[src/design/lli_pkg.sv]
package lli_pkg;

    localparam int FIELD_W = 32;
    localparam int EPS_W   = 48;

    typedef enum logic [1:0] {
        ST_INTERSECT  = 2'd0,
        ST_PARALLEL   = 2'd1,
        ST_COINCIDENT = 2'd2
    } status_t;

    typedef struct packed {
        logic signed [FIELD_W-1:0] a_start_x;
        logic signed [FIELD_W-1:0] a_start_y;
        logic signed [FIELD_W-1:0] a_end_x;
        logic signed [FIELD_W-1:0] a_end_y;
        logic signed [FIELD_W-1:0] b_start_x;
        logic signed [FIELD_W-1:0] b_start_y;
        logic signed [FIELD_W-1:0] b_end_x;
        logic signed [FIELD_W-1:0] b_end_y;
    } in_word_t;

    typedef struct packed {
        status_t                   status;
        logic signed [FIELD_W-1:0] cross_x;
        logic signed [FIELD_W-1:0] cross_y;
        logic                      clipped;
    } out_word_t;

endpackage

[src/design/lli_queue.sv]
module lli_queue
    import lli_pkg::*;
#(
    parameter int WIDTH = 8
)
(
    input  logic             clk,
    input  logic             rst_n,
    input  logic             push,
    input  logic [WIDTH-1:0] wdata,
    input  logic             pop,
    output logic             full,
    output logic             empty,
    output logic [WIDTH-1:0] rdata
);

    localparam int DEPTH = 4;
    localparam int AW    = $clog2(DEPTH);

    logic [WIDTH-1:0] mem_reg [DEPTH];
    logic [AW-1:0]    wr_ptr_reg, rd_ptr_reg;
    logic [AW:0]      cnt_reg;

    assign full  = (cnt_reg == (AW+1)'(DEPTH));
    assign empty = (cnt_reg == '0);
    assign rdata = mem_reg[rd_ptr_reg];

    always_ff @(posedge clk or negedge rst_n)
    begin
        if (!rst_n)
        begin
            wr_ptr_reg <= '0;
            rd_ptr_reg <= '0;
            cnt_reg    <= '0;
        end
        else
        begin
            if (push)
            begin
                wr_ptr_reg <= wr_ptr_reg + 1'b1;
            end
            if (pop)
            begin
                rd_ptr_reg <= rd_ptr_reg + 1'b1;
            end
            cnt_reg <= cnt_reg + (AW+1)'(push) - (AW+1)'(pop);
        end
    end

    always_ff @(posedge clk)
    begin
        if (push)
        begin
            mem_reg[wr_ptr_reg] <= wdata;
        end
    end

endmodule

[config.mk]
export PLATFORM = sky130hd
export DESIGN_NAME = lli_queue
export DESIGN_NICKNAME = d
export VERILOG_FILES = /design/src/design/lli_pkg.sv /design/src/design/lli_queue.sv
export SDC_FILE = /design/constraint.sdc
export NUM_CORES = 1
export LEC_CHECK = 0
export BUFFER_PORTS_ARGS = -buffer_cell sky130_fd_sc_hd__clkbuf_2
export CAP_MARGIN = 15
export CORE_ASPECT_RATIO = 1.25
export CORE_UTILIZATION = 24
export DETAILED_ROUTE_END_ITERATION = 6
export GPL_TIMING_DRIVEN = 0
export SLEW_MARGIN = 20
export SYNTH_ARGS = -nofsm -noshare
export SYNTH_HDL_FRONTEND = slang
export SYNTH_SLANG_ARGS = --single-unit
[constraint.sdc]
create_clock -name clk -period 1.7 [get_ports clk]
set_clock_uncertainty 0.2 [all_clocks]
set_input_delay 0.255 -clock clk [delete_from_list [all_inputs] [get_ports clk]]
set_output_delay 0.255 -clock clk [all_outputs]
set_load 0.05 [all_outputs]
==> qor.csv, run 1 <==
metric,value,unit
antenna_found_initial,0,
place.gp.congestion,0.645,
dpl.hpwl,1.74,mm
nets,131,
grt_max_degree,12,
drt-initial-drc-count,21,
power.switching,1.39,mW
worstMarginPinSlew,456,ps
io_buffer_count,21,
rows,32,
drive_gt1_share,39.3,%
min_path_type,in2reg,
internal_power,2.37,mW
tritoncts.num_buffers,5,
cts_sinks,39,
syn_avg_cell_area,20.3,µm²
end_kind,primary output,
start_util,24.9,%
clock_latency,270,ps
hold_viol_final,0,
synth_cell_types,15,
setup_ws,-257,ps
io_pins,22,
routed_wl,2.49,mm
finalSetupViolCount,9,
p_sw_share,37.0,%
yosysSeqAreaShare,73.6,%
hold_depth,1,
path_class,reg2out,
synth.area.top_cells,"edfxtp_1 62%, mux4_2 12%, dfrtp_1 11%, ha_1 4.9%, xnor2_1 1.7%",
netlist_area,1540,µm²
cp-start-kind,flop,
synth-simple-area-share,2.84,%
holdPathEnd,mem_reg[2][0]$_DFFE_PP_,
p_clk_share,14.4,%
tns,-2020,ps
grtUsageTotal,8.23,%
synth_top_area_share,62.3,%
die_height,91.6,µm
fp.dieArea,6750,µm²
synth_top_family_by_area,multiplexers,
synth_top_area_cell,edfxtp_1,
die_w,73.7,µm
grt_pass1_wl,3.92,mm
violations,negative setup slack,
wl_per_cell,12.6,µm
drcViolationCount,0,
synthCells,76,
grt_pass1_vias,811,
peakVddDrop,819,µV
synthMuxAreaShare,11.7,%
synth_fa_ha_area_share,6.16,%
clockBufferDepth,2,
post-route-period-util,115,%
cts_max_level,2,
synth-xor-area-share,2.84,%
p_leak,0.755,nW
yosysWarnings,0,
cp_data_required_time,1240,ps
largest_reg_flops,32,
r2r_slack,-100,ps
power_frac_comb,48.7,%
cts_root_buf,clkbuf_8,
regToRegEndpoint,cnt_reg[2]$_DFF_PN0_,
status,"finished, violations left",
synthToLayoutAreaGrowth,30.7,%
slew_headroom,69.6,%
grt.overflow.total,0,
cts.clk_slew.worst_paths,70,ps
synth_compound_area_share,0.324,%
ys_seq_elements,39,
rr_worst_depth,7,
via_count,782,
cp_max_fo,9,
maxCapViolations,0,
setup.worst_path.start,rd_ptr_reg[0]$_DFFE_PN0P_,
antenna_cells,0,
stdcell_area,2020,µm²
place_area,1760,µm²
max_freq,0.511,GHz
fin_crit,1960,ps
hold_start,wdata[0],
power_density,1870,nW/µm²
nFillCells,610,
r2r_start,cnt_reg[0]$_DFF_PN0_,
ant_nets,0,
cts_tree,yes,
crit_arrival,1500,ps
seq_power_share,36.9,%
maxSlewViolCount,0,
dr.pass1.iters,4,
syn-num-nets,95,
via_per_inst,3.97,
coreArea,6210,µm²
rsz0062_at_grt,yes,
-- worst max-delay path by stage --
stage / end / slack (ps) / cells after the start
global route: rdata[7] / -310 / 3
finish: rdata[5] / -260 / 3
global placement: cnt_reg[2]$_DFF_PN0_ / -80 / 7
floorplan: cnt_reg[2]$_DFF_PN0_ / -50 / 7
CTS: rdata[5] / -300 / 3
detailed placement: cnt_reg[2]$_DFF_PN0_ / -160 / 7
-- through the flow --
| stage | hold slack (ps) | worst slack (ps) | power, mW | util, % | std cells |
|---|---|---|---|---|---|
| 2_1_floorplan | -241 | -53.4 | 2.53 | - | 76 |
| 3_3_place_gp | -104 | -76.8 | 2.80 | 28.4 | 182 |
| 3_5_place_dp | -96.2 | -156 | 2.87 | 28.4 | 182 |
| 4_1_cts | 2.69 | -303 | 3.70 | 31.9 | 195 |
| 5_1_grt | 1.19 | -314 | 3.96 | 32.5 | 197 |
| 6_report | 7.67 | -257 | 3.76 | 32.5 | 197 |
-- metal layers --
layer  track usage (%)  wire length, µm  vias up
li1                  -                -      355
met3              3.19              167        5
met1              8.18              922      397
met2              14.7             1350       25
met5                 0                0        -
met4              3.69               46        0
-- layout make-up --
type / instances / area (µm²) / share of cell area [%]
clock buffer: 5 / 68.8 / 3.41
clock inverter: 2 / 8.76 / 0.435
buffer: 2 / 25.0 / 1.24
inverter: 6 / 22.5 / 1.12
tap: 85 / 106 / 5.28
timing repair buffer: 29 / 263 / 13.0
sequential: 39 / 1140 / 56.4
multi-input combinational: 29 / 385 / 19.1
-- cell usage in the layout (no fill, tap or decap) --
cell type      Yosys  routed
and2_1             4       4
and3_1             1       1
buf_12             0       1
buf_2              1       1
buf_4              0       2
buf_8              0       8
clkbuf_2           0      12
clkbuf_4           0       1
clkbuf_8           0       5
clkinv_1           0       1
clkinv_2           0       1
dfrtp_1            7       7
dlygate4sd3_1      0       6
edfxtp_1          32      32
fa_2               0       1
ha_1               6       5
ha_2               0       1
inv_1              6       5
inv_2              0       1
mux4_2             8       8
nand2_1            2       2
nor3_2             0       1
o21ai_0            1       1
xnor2_1            3       2
xnor2_2            0       1
xor2_1             2       2
-- synth_stat cells (all sizes together) --
cell	count
xor2	2
nand2	2
edfxtp	32
ha	6
and2	4
buf	2
xnor2	3
fa	1
inv	6
nor3	1
mux4	8
and3	1
o21ai	1
dfrtp	7
-- worst max-delay path, stage by stage, from the launching register on --
cell and delay, ps:
dfrtp_1 370, buf_12 150, mux4_2 540, buf_8 170
-- logic make-up (layout without fill, tap and decap cells) --
kind of cell / count (synthesis) / count (layout)
adders and majority gates: 7 / 7
xor gates and xnor gates: 5 / 5
DFF: 39 / 39
muxes: 8 / 8
AOI/OAI and AO/OA: 1 / 1
buffers and inverters: 8 / 44
and+or+nand+nor: 8 / 8
-- power groups by stage --
| stage | Sequential (mW) | Clock (mW) | Combinational, mW |
|---|---|---|---|
| detailed placement | 1.40 | 0 | 1.47 |
| global route | 1.41 | 0.602 | 1.95 |
| finish | 1.39 | 0.543 | 1.83 |
| global placement | 1.38 | 0 | 1.42 |
| CTS | 1.38 | 0.557 | 1.76 |
| floorplan | 1.37 | 0 | 1.16 |
-- what timing repair did --
action                                  in CTS  in global routing
hold buffers                                 4                  2
hold endpoints to repair                    19                  5
endpoints found under the setup margin      10                 11
pin swaps                                    1                  1
gates resized for setup                     20                 10
setup buffers                                2                  0
Power figures use the tool's default switching activity.
==> run 2: changes to the inputs <==
==> constraint.sdc (replaced) <==
create_clock -name clk -period 1.7 [get_ports clk]
set_clock_uncertainty 0.2 [all_clocks]
set_input_delay 0.085 -clock clk [delete_from_list [all_inputs] [get_ports clk]]
set_output_delay 0.085 -clock clk [all_outputs]
set_load 0.05 [all_outputs]
==> run 2 against run 1 <==
  * The flow still finishes with violations (negative setup slack)
  * Utilization increased by 1.9 points
  * Global-route usage rose by 0.65 points
  * Sequential cell count is the same
  * Sequential power barely moved
  * Cell count increased by 4.1%
  * Wire length increased by 5.7%
  * Combinational power grew 4%
  * Highest routed layer unchanged
==> qor.csv, run 2 (synthesis results as in run 1) <==
metric,value,unit
fin_cells,205,
grt_pass1_wl,4.34,mm
cts_sinks,39,
cts_root_buf,clkbuf_8,
slew_headroom,70.9,%
wl_met2,1.53,mm
layout_commonest_cell,edfxtp_1,
max_freq,0.550,GHz
wl_met1,943,µm
path_class,reg2out,
grtUsageTotal,8.88,%
die_height,91.6,µm
setup.worst_path.start,rd_ptr_reg[0]$_DFFE_PN0P_,
tritoncts.num_buffers,5,
io_buffer_count,21,
drt-initial-drc-count,31,
clock_latency,290,ps
rows,32,
end_kind,primary output,
grt_max_degree,14,
wl_per_cell,12.8,µm
fin_crit,1820,ps
peakVddDrop,929,µV
place_ws,-156,ps
cts_max_level,2,
grt.overflow.total,0,
die_w,73.7,µm
crit_arrival,1530,ps
finalSetupViolCount,9,
maxSlewViolCount,0,
largest_reg_flops,32,
top_layer_used,met4,
power_density,1870,nW/µm²
drcViolationCount,0,
routed_wl,2.63,mm
synthToLayoutAreaGrowth,38.1,%
start_util,24.9,%
io_pins,22,
r2r_slack,-110,ps
rsz0062_at_grt,yes,
coreArea,6210,µm²
cp_max_fo,9,
min_path_type,in2reg,
via_per_inst,3.86,
p_leak,0.799,nW
via_count,792,
nets,138,
regToRegEndpoint,cnt_reg[2]$_DFF_PN0_,
fp.dieArea,6750,µm²
cp-start-kind,flop,
cts_tree,yes,
drive_gt1_share,40.8,%
dpl.hpwl,1.76,mm
utilization,34.3,%
worstMarginPinSlew,436,ps
post-route-period-util,107,%
cp_data_required_time,1410,ps
antenna_cells,0,
hold_viol_final,0,
endpoint,rdata[3],
maxCapViolations,0,
place.gp.congestion,0.605,
layout_common_cells,"32 x edfxtp_1, 12 x dlygate4sd3_1, 12 x clkbuf_2, 9 x buf_8, 8 x mux4_2",
cts.clk_slew.worst_paths,80,ps
r2r_start,cnt_reg[0]$_DFF_PN0_,
power.total,3.98,mW
dr.pass1.iters,4,
ant_nets,0,
tns,-882,ps
status,"finished, violations left",
antenna_found_initial,0,
routed-wl-met3,137,µm
rr_worst_depth,7,
placed_cells,182,
grt_pass1_vias,915,
setup_ws,-119,ps
violations,negative setup slack,
clockBufferDepth,2,
## run 2: what timing repair did
item,in CTS,in global routing
endpoints found under the setup margin,9,10
endpoints found under the hold margin,44,0
gates resized for setup,23,12
pin swaps,4,3
hold buffers,12,0
buffers inserted,2,1
## run 2: metrics by stage
stage / hold slack (ps) / area (µm²)
global placement: -275 / 1760
floorplan: -411 / 1550
global route: 92.6 / 2130
finish: 103 / 2130
CTS: 91.1 / 2110
detailed placement: -268 / 1760
## run 2: metal layers
layer / track usage [%] / up-vias
met4: 1.92 / 0
met3: 3.41 / 2
met2: 16.7 / 22
met1: 9.01 / 399
met5: 0 / -
li1: - / 369
## run 2: worst min path at each step
stage / start / to / slack (ps) / depth (start not counted)
2_1_floorplan: rst_n / cnt_reg[0]$_DFF_PN0_ / -410 / 0
3_3_place_gp: rst_n / cnt_reg[0]$_DFF_PN0_ / -270 / 1
3_5_place_dp: rst_n / cnt_reg[0]$_DFF_PN0_ / -270 / 1
4_1_cts: pop / cnt_reg[0]$_DFF_PN0_ / 90 / 4
5_1_grt: pop / cnt_reg[0]$_DFF_PN0_ / 90 / 4
6_report: pop / cnt_reg[0]$_DFF_PN0_ / 100 / 4
## run 2: cell type report
type	instances	area (µm²)
fillers	594	4080
multi-input cells	29	408
repair buffers	36	330
clock inverters	2	13.8
clock buffers	6	93.8
plain buffers	2	20.0
inverters	6	22.5
flip-flops and latches	39	1140
well taps	85	106
## run 2: where the power goes
group | switching (mW) | total (mW) | internal (mW) | leakage (nW)
Clock | 0.312 | 0.689 | 0.377 | 0.0563
Sequential | 0.0969 | 1.38 | 1.28 | 0.376
Combinational | 1.06 | 1.91 | 0.846 | 0.367
## run 2: critical path: stages (launching register included)
cell and delay (ps):
dfrtp_1 360, buf_8 160, mux4_2 550, buf_8 170
==> run 3: changes to the inputs <==
- HOLD_SLACK_MARGIN: default -> 0.15
- SLEW_MARGIN: 20 -> 15
- TNS_END_PERCENT: default -> 1
==> run 3 against run 2 <==
  * The run still ends with negative setup slack left
  * Setup slack improved by 3.5 ps
  * Die area did not move
  * Cell count fell by 0.49%
  * Register-to-register slack barely moved
  * Sequential share of layout area rose by 0.63 points
  * Final area fell by 1.2%
  * First-iteration DRC count fell by 6.5%
  * Non-clock buffer count fell by 1
==> qor.csv, run 3 (synthesis results as in run 1) <==
metric,value,unit
status,"finished, violations left",
violations,negative setup slack,
max_freq,0.551,GHz
grt_pass1_vias,903,
cp-start-kind,flop,
path_cells,inv_2 -> ha_4 -> inv_2 -> ha_2 -> fa_2 -> xnor2_2 -> xnor2_1,
drt-initial-drc-count,29,
cts_hold_buf,12,
io_pins,22,
tns,-878,ps
tritoncts.num_buffers,5,
p_leak,0.791,nW
largest_reg_flops,32,
grt_pass1_wl,4.22,mm
grtUsageTotal,8.56,%
via_count,784,
r2r_start,cnt_reg[0]$_DFF_PN0_,
coreArea,6210,µm²
finalSetupViolCount,9,
die_w,73.7,µm
fp.dieArea,6750,µm²
die_height,91.6,µm
ant_nets,0,
start_util,24.9,%
io_buffer_count,21,
dpl.hpwl,1.76,mm
rsz0062_at_grt,yes,
maxCapViolations,0,
layout_common_cells,"32 x edfxtp_1, 13 x clkbuf_2, 12 x dlygate4sd3_1, 9 x buf_8, 8 x mux4_2",
synthToLayoutAreaGrowth,36.5,%
drcViolationCount,0,
place_area,1760,µm²
cp_max_fo,2,
rr_worst_depth,7,
crit_top_cell,inv_2,
clock_latency,290,ps
via_per_inst,3.84,
worst-path-stages,7,
fin_crit,1820,ps
stdcell_area,2110,µm²
place.gp.congestion,0.605,
layout_commonest_cell,edfxtp_1,
setup_ws,-116,ps
dr.pass1.iters,4,
critPathMaxStageDelay,360,ps
slew_headroom,70.9,%
antenna_cells,0,
path_class,reg2reg,
hold_viol_final,0,
endpoint,cnt_reg[2]$_DFF_PN0_,
place_ws,-156,ps
cpMaxStageDelayCell,dfrtp_1,
cts_tree,yes,
post-route-period-util,107,%
regToRegEndpoint,cnt_reg[2]$_DFF_PN0_,
cts.clk_slew.worst_paths,80,ps
cp_data_required_time,1680,ps
wl_per_cell,12.5,µm
crit_arrival,1790,ps
rows,32,
antenna_found_initial,0,
holdWs,111,ps
power_density,1860,nW/µm²
grt_max_degree,14,
routed_wl,2.55,mm
fin_cells,204,
cts_sinks,39,
min_path_type,in2reg,
crit_buf_inv,2,
setup.worst_path.start,cnt_reg[0]$_DFF_PN0_,
worstMarginPinSlew,437,ps
maxSlewViolCount,0,
critPathTopFamily,adder cells,
r2r_slack,-120,ps
clockBufferDepth,2,
drive_gt1_share,39.5,%
cts_max_level,2,
placed_cells,182,
nets,137,
peakVddDrop,898,µV
cts_root_buf,clkbuf_8,
grt.overflow.total,0,
end_kind,flop,
## run 3: final cells by class
type | instances | area, µm²
Clock buffer | 6 | 93.8
Clock inverter | 2 | 13.8
Tap cell | 85 | 106
Sequential cell | 39 | 1140
Inverter | 6 | 22.5
Fill cell | 596 | 4100
Timing Repair Buffer | 35 | 320
Multi-Input combinational cell | 29 | 393
Buffer | 2 | 20.0
## run 3: worst min path at each step
stage | startpoint | end | depth (start not counted)
after floorplan | rst_n | cnt_reg[0]$_DFF_PN0_ | 0
after global placement | rst_n | cnt_reg[0]$_DFF_PN0_ | 1
after detailed placement | rst_n | cnt_reg[0]$_DFF_PN0_ | 1
after CTS | pop | cnt_reg[0]$_DFF_PN0_ | 4
after global routing | pop | cnt_reg[0]$_DFF_PN0_ | 4
final | pop | cnt_reg[0]$_DFF_PN0_ | 4
## run 3: repair_timing
action / in CTS / in global routing
resized for setup: 19 / 11
endpoints found under the setup margin: 9 / 10
pin swaps: 1 / 2
setup buffers: 2 / 0
endpoints found under the hold margin: 44 / 1
## run 3: per-layer routing
layer  share of wire, %  up-vias  global-route usage (%)
met5                  0        -                       0
met4               0.86        0                    1.92
met1                 37      395                    8.93
li1                   -      365                       -
met3                5.3        2                    3.41
met2                 57       22                    15.7
## run 3: stage by stage
step	util [%]	total power, mW
after global routing	33.9	4.13
final	33.9	3.92
after detailed placement	28.3	2.85
after global placement	28.3	2.78
after floorplan	-	2.52
after CTS	33.6	3.84
## run 3: worst min-delay path: stages
cell	delay [ps]
clkbuf_2	110
ha_4	200
inv_2	40
ha_2	130
## run 3: report_power, final
part / internal, mW / total (mW) / switching (mW) / leakage [nW]
Sequential: 1.28 / 1.38 / 0.0907 / 0.376
Combinational: 0.814 / 1.86 / 1.04 / 0.359
Clock: 0.377 / 0.688 / 0.311 / 0.0563
